<file path="src/sv/kwm_pkg.sv">
// Shared constants and types for the key wildcard matcher.
package kwm_pkg;

  localparam int MAX_PATTERN_BYTES = 16;
  localparam int PAT_IDX_W         = $clog2(MAX_PATTERN_BYTES);
  localparam int LEN_W             = 5;
  localparam int BYTE_W            = 8;
  localparam int CFG_W             = 64;
  localparam int CFG_IDX_W         = 2;

  localparam logic [LEN_W-1:0] COUNT_MAX = 5'd31;
  localparam logic [LEN_W-1:0] LEN_MAX   = LEN_W'(MAX_PATTERN_BYTES);

  // Match mode codes
  typedef enum logic [2:0] {
    MODE_ALL      = 3'd0,
    MODE_EXACT    = 3'd1,
    MODE_PREFIX   = 3'd2,
    MODE_SUFFIX   = 3'd3,
    MODE_CONTAINS = 3'd4
  } mode_t;

  // Configuration register indexes
  typedef enum logic [CFG_IDX_W-1:0] {
    REG_PATTERN_LOW    = 2'd0,
    REG_PATTERN_HIGH   = 2'd1,
    REG_PATTERN_LENGTH = 2'd2,
    REG_MATCH_MODE     = 2'd3
  } cfg_reg_t;

endpackage

</file>
<file path="src/sv/key_wildcard_matcher_unit.sv">
// Latency: one result beat appears the cycle after the last key byte is taken.
// Throughput: one key byte per cycle unless stalled; the window cells compare in parallel
// with the shift. A finished result sits in an output register, so input is taken while it
// waits provided the result is taken in the same cycle or the register is empty.
// Reset (rst, synchronous): pattern 0, length 1, mode match all, length count and flags
// cleared (window bytes are not reset, only filled bytes are compared), no result pending.
module key_wildcard_matcher_unit
  import kwm_pkg::*;
(
  input  logic                 clk,
  input  logic                 rst,
  // config write port
  input  logic                 cfg_wen,
  input  logic [CFG_IDX_W-1:0] cfg_index,
  input  logic [CFG_W-1:0]     cfg_wdata,
  // key byte stream
  input  logic                 s_tvalid,
  output logic                 s_tready,
  input  logic [7:0]           s_tdata,   // [7:0] key_byte
  input  logic                 s_tlast,   // last_byte
  // result stream
  output logic                 m_tvalid,
  input  logic                 m_tready,
  output logic [7:0]           m_tdata    // [0] matched, [7:1] zero
);

  // configuration registers
  logic [CFG_W-1:0] pattern_low;
  logic [CFG_W-1:0] pattern_high;
  logic [LEN_W-1:0] pattern_length;
  mode_t            match_mode;

  // per-key state
  logic [LEN_W-1:0] bytes_seen;
  logic             prefix_still_equal;
  logic             found_inside;

  // output register
  logic             out_valid;
  logic             out_matched;

  logic [BYTE_W-1:0] pat [MAX_PATTERN_BYTES];
  logic [BYTE_W-1:0] chain [MAX_PATTERN_BYTES];
  logic [MAX_PATTERN_BYTES-1:0] hits;
  logic [LEN_W-1:0] eff_len;
  logic [LEN_W-1:0] bytes_seen_next;
  logic             prefix_next;
  logic             long_enough;
  logic             tail_eq;
  logic             found_next;
  logic             matched_next;
  logic             accept;
  logic [BYTE_W-1:0] key_byte;

  assign key_byte = s_tdata[BYTE_W-1:0];
  assign s_tready = !out_valid || m_tready;
  assign accept   = s_tvalid && s_tready;

  // config writes
  always_ff @(posedge clk) begin
    if (rst) begin
      pattern_low    <= '0;
      pattern_high   <= '0;
      pattern_length <= LEN_W'(1);
      match_mode     <= MODE_ALL;
    end else if (cfg_wen) begin
      unique case (cfg_reg_t'(cfg_index))
        REG_PATTERN_LOW:    pattern_low    <= cfg_wdata;
        REG_PATTERN_HIGH:   pattern_high   <= cfg_wdata;
        REG_PATTERN_LENGTH: pattern_length <= cfg_wdata[LEN_W-1:0];
        REG_MATCH_MODE:     match_mode     <= mode_t'(cfg_wdata[2:0]);
        default: ;
      endcase
    end
  end

  // unpack pattern bytes
  always_comb begin
    for (int j = 0; j < MAX_PATTERN_BYTES; j++) begin
      if (j < 8) begin
        pat[j] = pattern_low[8*j +: 8];
      end else begin
        pat[j] = pattern_high[8*(j-8) +: 8];
      end
    end
  end

  // length clamped to 1..MAX_PATTERN_BYTES
  always_comb begin
    priority if (pattern_length == '0) begin
      eff_len = LEN_W'(1);
    end else if (pattern_length > LEN_MAX) begin
      eff_len = LEN_MAX;
    end else begin
      eff_len = pattern_length;
    end
  end

  // window chain: cell k holds the k-th newest byte
  for (genvar k = 0; k < MAX_PATTERN_BYTES; k++) begin : g_cell
    localparam logic [LEN_W-1:0] K = LEN_W'(k);
    logic [BYTE_W-1:0] din;
    logic [LEN_W-1:0]  exp_pos;

    if (k == 0) begin : g_head
      assign din = key_byte;
    end else begin : g_body
      assign din = chain[k-1];
    end

    // newest byte lines up with the final pattern byte
    assign exp_pos = eff_len - LEN_W'(1) - K;

    kwm_cell u_cell (
      .clk      (clk),
      .shift    (accept),
      .din      (din),
      .exp_byte (pat[exp_pos[PAT_IDX_W-1:0]]),
      .active   (K < eff_len),
      .dout     (chain[k]),
      .hit      (hits[k])
    );
  end

  // per-key flags as they stand after this byte
  always_comb begin
    prefix_next = prefix_still_equal;
    if (bytes_seen < eff_len && key_byte != pat[bytes_seen[PAT_IDX_W-1:0]]) begin
      prefix_next = 1'b0;
    end
    bytes_seen_next = (bytes_seen < COUNT_MAX) ? bytes_seen + LEN_W'(1) : bytes_seen;
    long_enough     = bytes_seen_next >= eff_len;
    tail_eq         = long_enough && (&hits);
    found_next      = found_inside || tail_eq;
  end

  // verdict on the last byte
  always_comb begin
    unique case (match_mode)
      MODE_ALL:      matched_next = 1'b1;
      MODE_EXACT:    matched_next = (bytes_seen_next == eff_len) && prefix_next;
      MODE_PREFIX:   matched_next = long_enough && prefix_next;
      MODE_SUFFIX:   matched_next = tail_eq;
      MODE_CONTAINS: matched_next = found_next;
      default:       matched_next = 1'b0;
    endcase
  end

  // per-key state, cleared after the last byte
  always_ff @(posedge clk) begin
    if (rst) begin
      bytes_seen         <= '0;
      prefix_still_equal <= 1'b1;
      found_inside       <= 1'b0;
    end else if (accept) begin
      if (s_tlast) begin
        bytes_seen         <= '0;
        prefix_still_equal <= 1'b1;
        found_inside       <= 1'b0;
      end else begin
        bytes_seen         <= bytes_seen_next;
        prefix_still_equal <= prefix_next;
        found_inside       <= found_next;
      end
    end
  end

  // result register
  always_ff @(posedge clk) begin
    if (rst) begin
      out_valid <= 1'b0;
    end else if (accept && s_tlast) begin
      out_valid <= 1'b1;
    end else if (m_tready) begin
      out_valid <= 1'b0;
    end
  end

  always_ff @(posedge clk) begin
    if (accept && s_tlast) begin
      out_matched <= matched_next;
    end
  end

  assign m_tvalid = out_valid;
  assign m_tdata  = {7'd0, out_matched};

endmodule

</file>
<file path="src/sv/kwm_cell.sv">
// One window cell: holds a key byte, passes it on and compares against its pattern byte.
module kwm_cell
  import kwm_pkg::*;
(
  input  logic              clk,
  input  logic              shift,
  input  logic [BYTE_W-1:0] din,
  input  logic [BYTE_W-1:0] exp_byte,
  input  logic              active,
  output logic [BYTE_W-1:0] dout,
  output logic              hit
);

  logic [BYTE_W-1:0] held;

  // byte moves one place along the chain per beat
  always_ff @(posedge clk) begin
    if (shift) begin
      held <= din;
    end
  end

  assign dout = held;

  // compare the byte this cell holds after the shift; unused cells always agree
  assign hit = !active || (din == exp_byte);

endmodule

</file>
<file path="config.mk">
export PLATFORM = sky130hd
export DESIGN_NAME = key_wildcard_matcher_unit
export DESIGN_NICKNAME = d
export VERILOG_FILES = /design/src/sv/kwm_pkg.sv /design/src/sv/key_wildcard_matcher_unit.sv /design/src/sv/kwm_cell.sv
export SDC_FILE = /design/constraint.sdc
export NUM_CORES = 1
export LEC_CHECK = 0
export BUFFER_PORTS_ARGS = -buffer_cell sky130_fd_sc_hd__buf_2
export CORE_UTILIZATION = 50
export CTS_CLUSTER_DIAMETER = 60
export CTS_CLUSTER_SIZE = 10
export DETAILED_ROUTE_END_ITERATION = 8
export PLACE_DENSITY = 0.73
export SKIP_LAST_GASP = 1
export SYNTH_ARGS = -nofsm -noshare
export SYNTH_HDL_FRONTEND = slang
export SYNTH_HIERARCHICAL = 1
export SYNTH_SLANG_ARGS = --single-unit
</file>
<file path="constraint.sdc">
create_clock -name clk -period 9.9 [get_ports clk]
set_input_delay 2.475 -clock clk [delete_from_list [all_inputs] [get_ports clk]]
set_output_delay 2.475 -clock clk [all_outputs]
set_load 0.01 [all_outputs]
</file>
# Word-level counts from Yosys, hierarchy flattened
# Index checks and enable logic that the tools add are counted.
# Widths: inputs -> output; s select.
[totals] register_bits=265 inputBits=80 output_inout_bits=10 word_cells=231
[classes] add_sub_neg=17 n_lt_le_gt_ge=37 n_eq_ne=25 mux=61 bitwise_logic=17 n_reduce_logical=50
[ops] op="$bmux 8 s4" n=17
[ops] op="$mux 8" n=34
[ops] op="$eq 8x8->1" n=16
[ops] op="$ge 5x5->1 const B" n=17
[ops] op="$not 4->5" n=17
[ops] op="$lt 4x5->1 const A" n=8
[ops] op="$sub 4x4->4 const B" n=8
[ops] op="$lt 3x5->1 const A" n=4
[ops] op="$mux 5" n=4
[ops] op="$logic_or 1x1->1" n=18
[ops] op="$logic_not 1->1" n=17
[ops] op="$reduce_and 16->1" n=1
[ops] op="$sub 4x3->4 const B" n=4
[ops] op="$lt 1x5->1 const A" n=2
[ops] op="$lt 2x5->1 const A" n=2
[ops] op="$ne 8x8->1" n=1
[ops] op="$reduce_and 2->1" n=4
[ops] op="$sub 4x1->4 const B" n=2
[ops] op="$sub 4x2->4 const B" n=2
[ops] op="$eq 3x2->1 const B" n=2
[ops] op="$logic_and 1x1->1" n=6
[ops] op="$add 5x1->5 const B" n=1
[ops] op="$eq 5x5->1" n=1
[ops] op="$ge 5x5->1" n=1
[ops] op="13 further kinds" n=18

# Longest topological paths before layout
# Gate-level depths: netlist (run 1).
[depth] word_depth=15 mapped_depth=26 mapped_depth_nobuf=19

# By module
# The synthesis (run 1) kept the hierarchy.
[by_module_without_submodules] module="key_wildcard_matcher_unit" instances=1 cells_each=1383 area_each_um2=12405.6 seq_area_each_um2=2912.8
[by_module_without_submodules] module="kwm_cell" instances=16 cells_each=19 area_each_um2=327.8 seq_area_each_um2=240.2

# Worst setup path after synthesis (run 1)
# Ideal clock, no wire load.
[synth_path] path_type="input port to flip-flop" startpoint="in m_tready" endpoint="reg prefix_still_equal" setup_ps=58 arrival_ps=6053 required_ps=9842 slack_ps=3789 stages=8 path_buffers=0 path_cell_list="nand2b_1 > nand2_1 > inv_1 > nand2_1 > inv_1 > or2_2 > or4_1 > o22a_1"
[synth_via] elab_chain_len=2
[synth_rtl] element="from (decl)" line_no="key_wildcard_matcher_unit.sv:23" rtl="input logic m_tready,"
[synth_rtl] element="$logic_or 1x1->1" line_no="key_wildcard_matcher_unit.sv:56" rtl="assign s_tready = !out_valid || m_tready;"
[synth_rtl] element="$logic_and 1x1->1" line_no="key_wildcard_matcher_unit.sv:57" rtl="assign accept = s_tvalid && s_tready;"
[synth_rtl] element="net accept" line_no="key_wildcard_matcher_unit.sv:52" rtl="logic accept;"
[synth_rtl] element="to (signal assigned)" line_no="key_wildcard_matcher_unit.sv:162" rtl="prefix_still_equal <= prefix_next;"
[synth_rtl] element="to (decl)" line_no="key_wildcard_matcher_unit.sv:35" rtl="logic prefix_still_equal;"
# The timed path passes the listed nets, and every way through them passes these cells.
# A chain may end at the register's enable or synchronous reset.

# Final worst setup path (run 1)
[layout_path] startpoint="reg pattern_length[1]" endpoint="reg out_matched, data pin"
[layout_via] elab_chain_len=15 elab_cells_between_ends=159 cone_classes="add/sub (16); order compare (19); eq/ne (17); mux (52); bitwise (16); reduce/logical (39)"
[layout_rtl] element="from (decl)" line_no="key_wildcard_matcher_unit.sv:30" rtl="logic [LEN_W-1:0] pattern_length;"
[layout_rtl] element="from (signal assigned)" line_no="key_wildcard_matcher_unit.sv:70" rtl="REG_PATTERN_LENGTH: pattern_length <= cfg_wdata[LEN_W-1:0];"
[layout_rtl] element="$gt 5x5->1" line_no="key_wildcard_matcher_unit.sv:92" rtl="end else if (pattern_length > LEN_MAX) begin"
[layout_rtl] element="$mux 5" line_no="key_wildcard_matcher_unit.sv:92"
[layout_rtl] element="$mux 5 *" line_no="key_wildcard_matcher_unit.sv:90" rtl="priority if (pattern_length == '0) begin"
[layout_rtl] element="$sub 4x1->4" line_no="key_wildcard_matcher_unit.sv:112" rtl="assign exp_pos = eff_len - LEN_W'(1) - K;"
[layout_rtl] element="$sub 4x4->4" line_no="key_wildcard_matcher_unit.sv:112"
[layout_rtl] element="$not 4->5 (not written as such)" line_no="key_wildcard_matcher_unit.sv:118" rtl=".exp_byte (pat[exp_pos[PAT_IDX_W-1:0]]),"
[layout_rtl] element="$bmux 8 s4" line_no="key_wildcard_matcher_unit.sv:118"
[layout_rtl] element="$mux 8 (not written as such) (2 in series)" line_no="key_wildcard_matcher_unit.sv:118"
[layout_rtl] element="$eq 8x8->1" line_no="kwm_cell.sv:26" rtl="assign hit = !active || (din == exp_byte);"
[layout_rtl] element="$logic_or 1x1->1 *" line_no="kwm_cell.sv:26"
[layout_rtl] element="net hits[10]" line_no="key_wildcard_matcher_unit.sv:44" rtl="logic [MAX_PATTERN_BYTES-1:0] hits;"
[layout_rtl] element="$reduce_and 16->1 *" line_no="key_wildcard_matcher_unit.sv:133" rtl="tail_eq = long_enough && (&hits);"
[layout_rtl] element="$logic_and 1x1->1 *" line_no="key_wildcard_matcher_unit.sv:133"
[layout_rtl] element="$logic_or 1x1->1" line_no="key_wildcard_matcher_unit.sv:134" rtl="found_next = found_inside || tail_eq;"
[layout_rtl] element="$pmux 1 s5 *" line_no="key_wildcard_matcher_unit.sv:139" rtl="unique case (match_mode)"
[layout_rtl] element="net matched_next" line_no="key_wildcard_matcher_unit.sv:51" rtl="logic matched_next;"
[layout_rtl] element="to (signal assigned)" line_no="key_wildcard_matcher_unit.sv:181" rtl="out_matched <= matched_next;"
[layout_rtl] element="to (decl)" line_no="key_wildcard_matcher_unit.sv:40" rtl="logic out_matched;"
# Mark *: on every way through the listed nets, which the timed path passes. The rest lies on a longest branch. The select of a mux whose other input is x is not followed.

==> results of run 1 <==
==> cell type report <==
type,count,area share [%]
well taps,448,2.94
multi-input cells,1285,54.0
inverters,14,0.295
flip-flops and latches,265,34.2
clock inverters,7,0.341
repair buffers,103,2.99
clock buffers,44,5.27
==> placed cells by master, fill, tap and decap left out, types with 3 or more instances in the layout <==
| master | instances |
|---|---|
| mux2i_1 | 543 |
| o21ai_0 | 5 |
| nand2_1 | 273 |
| clkbuf_1 | 4 |
| buf_4 | 22 |
| a21o_1 | 4 |
| inv_1 | 10 |
| clkbuf_16 | 39 |
| a211o_1 | 3 |
| a22oi_1 | 5 |
| dfxtp_1 | 142 |
| xor2_2 | 4 |
| conb_1 | 8 |
| o21ai_1 | 18 |
| nor2_1 | 19 |
| mux4_1 | 5 |
| nand4_1 | 39 |
| a21oi_1 | 137 |
| nand3_1 | 6 |
| xnor2_1 | 129 |
| buf_2 | 81 |
| edfxtp_1 | 121 |
| xnor2_2 | 4 |
| or2_2 | 4 |
| xor2_1 | 9 |
| inv_6 | 4 |
| ha_1 | 17 |
| mux4_2 | 27 |
==> sequential cells by signal, summed over array words and instances (netlist names) <==
register            cells
pattern_length          5
pattern_low            64
found_inside            1
pattern_high           64
m_tvalid                1
prefix_still_equal      1
match_mode              3
g_cell.u_cell/dout    120
bytes_seen              5
out_matched             1
==> power by group through the flow <==
stage / clock [mW] / sequential (mW) / combinational, mW
4_1_cts: 1.21 / 1.26 / 0.510
3_5_place_dp: 0 / 1.28 / 0.507
3_3_place_gp: 0 / 1.27 / 0.496
6_report: 1.20 / 1.26 / 0.516
5_1_grt: 1.26 / 1.26 / 0.547
2_1_floorplan: 0 / 1.26 / 0.394
==> worst paths after layout <==
path	startpoint	cells past startpoint	end	slack [ps]
setup / recovery	pattern_length[1]	18	out_matched	3330
hold / removal	g_cell[0].u_cell/dout[7]	0	g_cell[1].u_cell/dout[7]	460
hold reg to reg	g_cell[0].u_cell/dout[7]	0	g_cell[1].u_cell/dout[7]	460
setup reg to reg	pattern_length[1]	18	out_matched	3330
==> worst reg2reg max path, cell delays in order (launching register included) <==
cell	delay, ps
dfxtp_1	560
nor3_1	150
o21ai_4	830
inv_1	250
ha_4	410
clkinv_2	80
buf_4	800
ha_1	390
xor2_2	900
mux2i_1	330
xnor2_1	150
nand4_1	140
o21ai_1	180
nand4_1	120
nor4_1	690
nand4_1	170
a21oi_1	170
nor2_1	50
o21ai_1	70
==> per-layer routing <==
metal / track usage (%) / vias to the layer above
met3: 4.36 / 71
met1: 41.6 / 6464
met5: 0 / -
met2: 41.1 / 570
met4: 9.12 / 0
li1: - / 6075
==> reports/results.ini, run 1 <==
[sta]
timing.hold.ws_ps=460
worstMarginPinSlew_ps=1150
setup_viol=0
relSlewSlack_pct=23.4
hold_violations=0
finalCritPeriodShare_pct=66.4
timing.fmax_ghz=0.152
finalMaxSlewViolations=0
rsz0062_at_grt=false
finClkSkew_ps=18.9
setup_ws_ps=3330
finalSetupTns_ps=0
period_minus_slack_ps=6570

[place]
port_buffers=82
dpl_cell_area_um2=18000
dp_hpwl_um=37500
dp.cells=2115
pre_cts_slack_ps=3440
gp_congestion=0.995

[drt]
drt-pass1-iter-count=5
viasPerCell=6.08
wl_met3_um=4420
routed_wl_um=49800
avgRoutedWirePerCell_um=23.0
drc_errors=0
postRouteAntennaNets=0
vias=13200
drt_iter0_drc=1443
topRoutingLayerUsed=met4
wl_met2_um=21300
m1WireLength_um=22500

[worst_setup_path]
critPathMaxStageDelay_ps=900
crit_path_start_kind=flip-flop
crit_type=reg2reg
crit_family=simple AND/OR/NAND/NOR gates
critPathArrivalTime_ps=6960
worst_ep_required_time_ps=10290
cp_common_cell=nand4_1
path_max_fanout=66
critPathSlowestCell=xor2_2
path_buf_inv=3
critPathCaptureType=flip-flop
crit_chain=nor3_1, o21ai_4, inv_1, ha_4, clkinv_2, buf_4, ha_1, xor2_2, mux2i_1, xnor2_1, nand4_1, o21ai_1, nand4_1, nor4_1, nand4_1, a21oi_1, nor2_1, o21ai_1

[finish]
layoutNonFillerInstCount=2166
regArea_um2=6520
drive_gt1_share_pct=11.9
fin_area_um2=19100
fill_cells=2978
syn_to_final_growth_pct=9.54
diodes=0
nets=1803
fin_util_pct=56.3
multi_input_area_um2=10300

[job]
maxCapViolCount=0

[cts]
clock_sinks=265
cts.clk_slew.worst_paths_ps=60
cts_max_level=2
numCtsBuffers=36
clockRootBuffer=clkbuf_16
cts_tree=yes
post_cts_resized=0
clk_latency_ps=540
post_cts_buffers=0
clockBufferDepth=3
cts_hold_buf=0

[global_routing]
grt_pass1_wl_um=75700
grt-ovfl-total=0
grt_pass1_vias=12700
antenna_found_initial=0
groute.usage.overall_pct=27.9
grt_max_degree=103

[power]
comb_power_share_pct=17.3
swShare_pct=28.1
power_switching_mw=0.836
p_leak_nw=7.16
p_clk_share_pct=40.4
pwr-share-seq_pct=42.3
total_power_mw=2.98
power_density_nw_per_um2=156
p_int_mw=2.14
ir_drop_mv=0.176

[synthesis]
syn_area_per_cell_um2=10.4
netlist_area_um2=17400
yosysWarnings=6
synth_cells=1679

[floorplanning]
die_x_um=189
start_util_pct=51.4
die_area_um2=35600
pin_count=90
fp-row-count=67
die_y_um=189
core_area_um2=33900

[outcome]
outcome=complete, no violations

[hold_path]
hp-class=reg2reg

(Power assumes the default switching activity.)
==> inputs of run 2 (changes only) <==
Settings changed: ABC_AREA set to 1.
Clock period 9.9 ns to 6.6 ns, I/O delays scaled along.
==> reports/results.ini, run 2 <==
[finish]
layout_common_cells=nand2_1, inv_1, o21ai_0
nets=3073  ; +70%
fill_cells=3690  ; +24%
layout_commonest_cell=nand2_1
drive_gt1_share_pct=6.45  ; -5.5 points
largest_reg_flops=120  ; unchanged
syn_to_final_growth_pct=8.30

[cts]
clk_latency_ps=560  ; +20 ps
cts_hold_buf=0  ; unchanged
clock_sinks=265  ; unchanged
cts_tree=yes
clockBufferDepth=3  ; unchanged
numCtsBuffers=35  ; -2.8%
post_cts_buffers=0  ; unchanged
cts_max_level=2  ; unchanged
clockRootBuffer=clkbuf_16
cts.clk_slew.worst_paths_ps=60  ; about the same
post_cts_resized=0  ; unchanged

[sta]
relSlewSlack_pct=24.9  ; +1.4 points
timing.fmax_ghz=0.172  ; +13%
finalMaxSlewViolations=0  ; unchanged
setup_viol=0  ; unchanged
hold_violations=0  ; unchanged
finalCritPeriodShare_pct=88.3  ; +22 points
worstMarginPinSlew_ps=1120  ; -32.3 ps
rsz0062_at_grt=false
finClkSkew_ps=23.4  ; +4.50 ps
finalSetupTns_ps=0  ; unchanged
period_minus_slack_ps=5820  ; -750 ps

[floorplanning]
fp-row-count=70  ; +4.5%
die_area_um2=38500  ; +8.2%
pin_count=90  ; unchanged
core_area_um2=36900  ; +8.9%
start_util_pct=51.2  ; -0.26 points
die_x_um=196  ; +4.0%
die_y_um=196  ; +4.0%

[place]
gp_congestion=1.01  ; +1.8%
dp_hpwl_um=53400  ; +42%
port_buffers=82  ; unchanged

[global_routing]
grt-ovfl-total=0  ; unchanged
groute.usage.overall_pct=36.0  ; +8.1 points
grt_pass1_vias=17200  ; +35%
met1_usage_pct=50.7  ; +9.1 points
grt_pass1_wl_um=104000  ; +37%
met3_usage_pct=6.34  ; +2.0 points
busiest_layer=met2
grt_max_degree=259  ; +150%
grt_use_met2_pct=52.7  ; +12 points
antenna_found_initial=5  ; +5

[synthesis]
yosysWarnings=6  ; unchanged
syn_area_per_cell_um2=6.29  ; -39%
netlist_area_um2=18900  ; +8.3%
synth_cells=2997  ; +78%

[worst_setup_path]
critPathSlowestCell=ha_1
cp_common_cell=nand2_1
crit_family=simple AND/OR/NAND/NOR gates
worst_ep_required_time_ps=7030  ; -3260 ps
crit_type=reg2reg
critPathCaptureType=flip-flop
crit_path_start_kind=flip-flop
path_max_fanout=39  ; -41%
critPathMaxStageDelay_ps=710  ; -190 ps
critPathArrivalTime_ps=6250  ; -710 ps
cp_num_cells=27  ; +9
worst-r2r-cell-count=27  ; +9
path_buf_inv=4  ; +1

[drt]
vias=19700  ; +49%
drc_errors=0  ; unchanged
postRouteAntennaNets=0  ; unchanged
avgRoutedWirePerCell_um=19.7  ; -14%
drt-pass1-iter-count=8  ; +3
routed_wl_um=69100  ; +39%
drt_iter0_drc=2573  ; +78%
viasPerCell=5.62  ; -7.6%

[power]
comb_power_share_pct=38.3  ; +21 points
power_switching_mw=2.44  ; +190%
ir_drop_mv=0.182  ; +3.8%
p_int_mw=3.59  ; +68%
total_power_mw=6.03  ; +100%
p_clk_share_pct=30.1  ; -10 points
pwr-share-seq_pct=31.6  ; -11 points
power_density_nw_per_um2=295  ; +89%
p_leak_nw=9.15  ; +28%
swShare_pct=40.4  ; +12 points

[outcome]
outcome=complete, no violations

[job]
maxCapViolCount=0  ; unchanged

[hold_path]
hp-class=reg2reg
min_path_cells=0  ; unchanged

[run 2: changes by cell type in the layout (fill, tap and decap cells not counted), sizes merged, moves of 18 or more]
cell,previous run,this run
nand2,274,1037
mux2i,543,2
o21ai,24,487
nand3,6,257
xnor2,134,66
inv,17,358
o211ai,0,18
nand4,39,5
nor2,20,133
mux4,32,0
[run 2: worst reg2reg max path, delay by kind of cell (launching register included)]
| kind | cells | cell delay [ps] |
|---|---|---|
| buffers and inverters | 4 | 1320 |
| DFF | 1 | 350 |
| and+or+nand+nor | 19 | 2760 |
| AOI/OAI and AO/OA | 2 | 260 |
| adders and majority gates | 2 | 980 |
[run 2: stage by stage]
stage	cells	setup WS, ps	hold WS (ps)	cell area [um2]	utilization [%]
floorplan	3003	1790	437	18900	-
global placement	3442	1040	447	19400	52.5
detailed placement	3442	936	461	19400	52.5
CTS	3495	898	468	20400	55.4
global route	3499	299	486	20400	55.4
finish	3500	775	474	20400	55.4
[run 2: metal layers]
layer  vias up  part of all wire [%]  wire (um)
met5         -                     0          0
met4         0                   5.4       3730
met3       153                    10       7050
met2      1021                    41      28600
met1      8946                    43      29700
li1       9560                     -          -
[run 2: power groups by stage]
stage	registers [mW]	logic [mW]	clock network, mW
floorplan	1.90	1.61	0
global placement	1.93	2.19	0
detailed placement	1.94	2.23	0
CTS	1.90	2.24	1.83
global route	1.91	2.55	1.88
finish	1.91	2.31	1.81
[run 2: final cells by class]
| type | instances | area (um2) | area share [%] |
|---|---|---|---|
| multi-input combinational | 2207 | 10300 | 50.2 |
| sequential | 265 | 6520 | 31.9 |
| inverter | 360 | 1350 | 6.63 |
| clock buffer | 44 | 941 | 4.61 |
| tap | 504 | 631 | 3.09 |
| timing repair buffer | 106 | 603 | 2.95 |
| clock inverter | 9 | 115 | 0.564 |
| antenna | 5 | 12.5 | 0.0613 |
[run 2: worst paths after layout]
check | slack [ps] | from | to
worst max-delay path | 780 | pattern_length[2] | out_matched
worst min-delay path | 470 | g_cell[3].u_cell/dout[4] | g_cell[4].u_cell/dout[4]
worst max register to register | 780 | pattern_length[2] | out_matched
worst min register to register | 470 | g_cell[3].u_cell/dout[4] | g_cell[4].u_cell/dout[4]
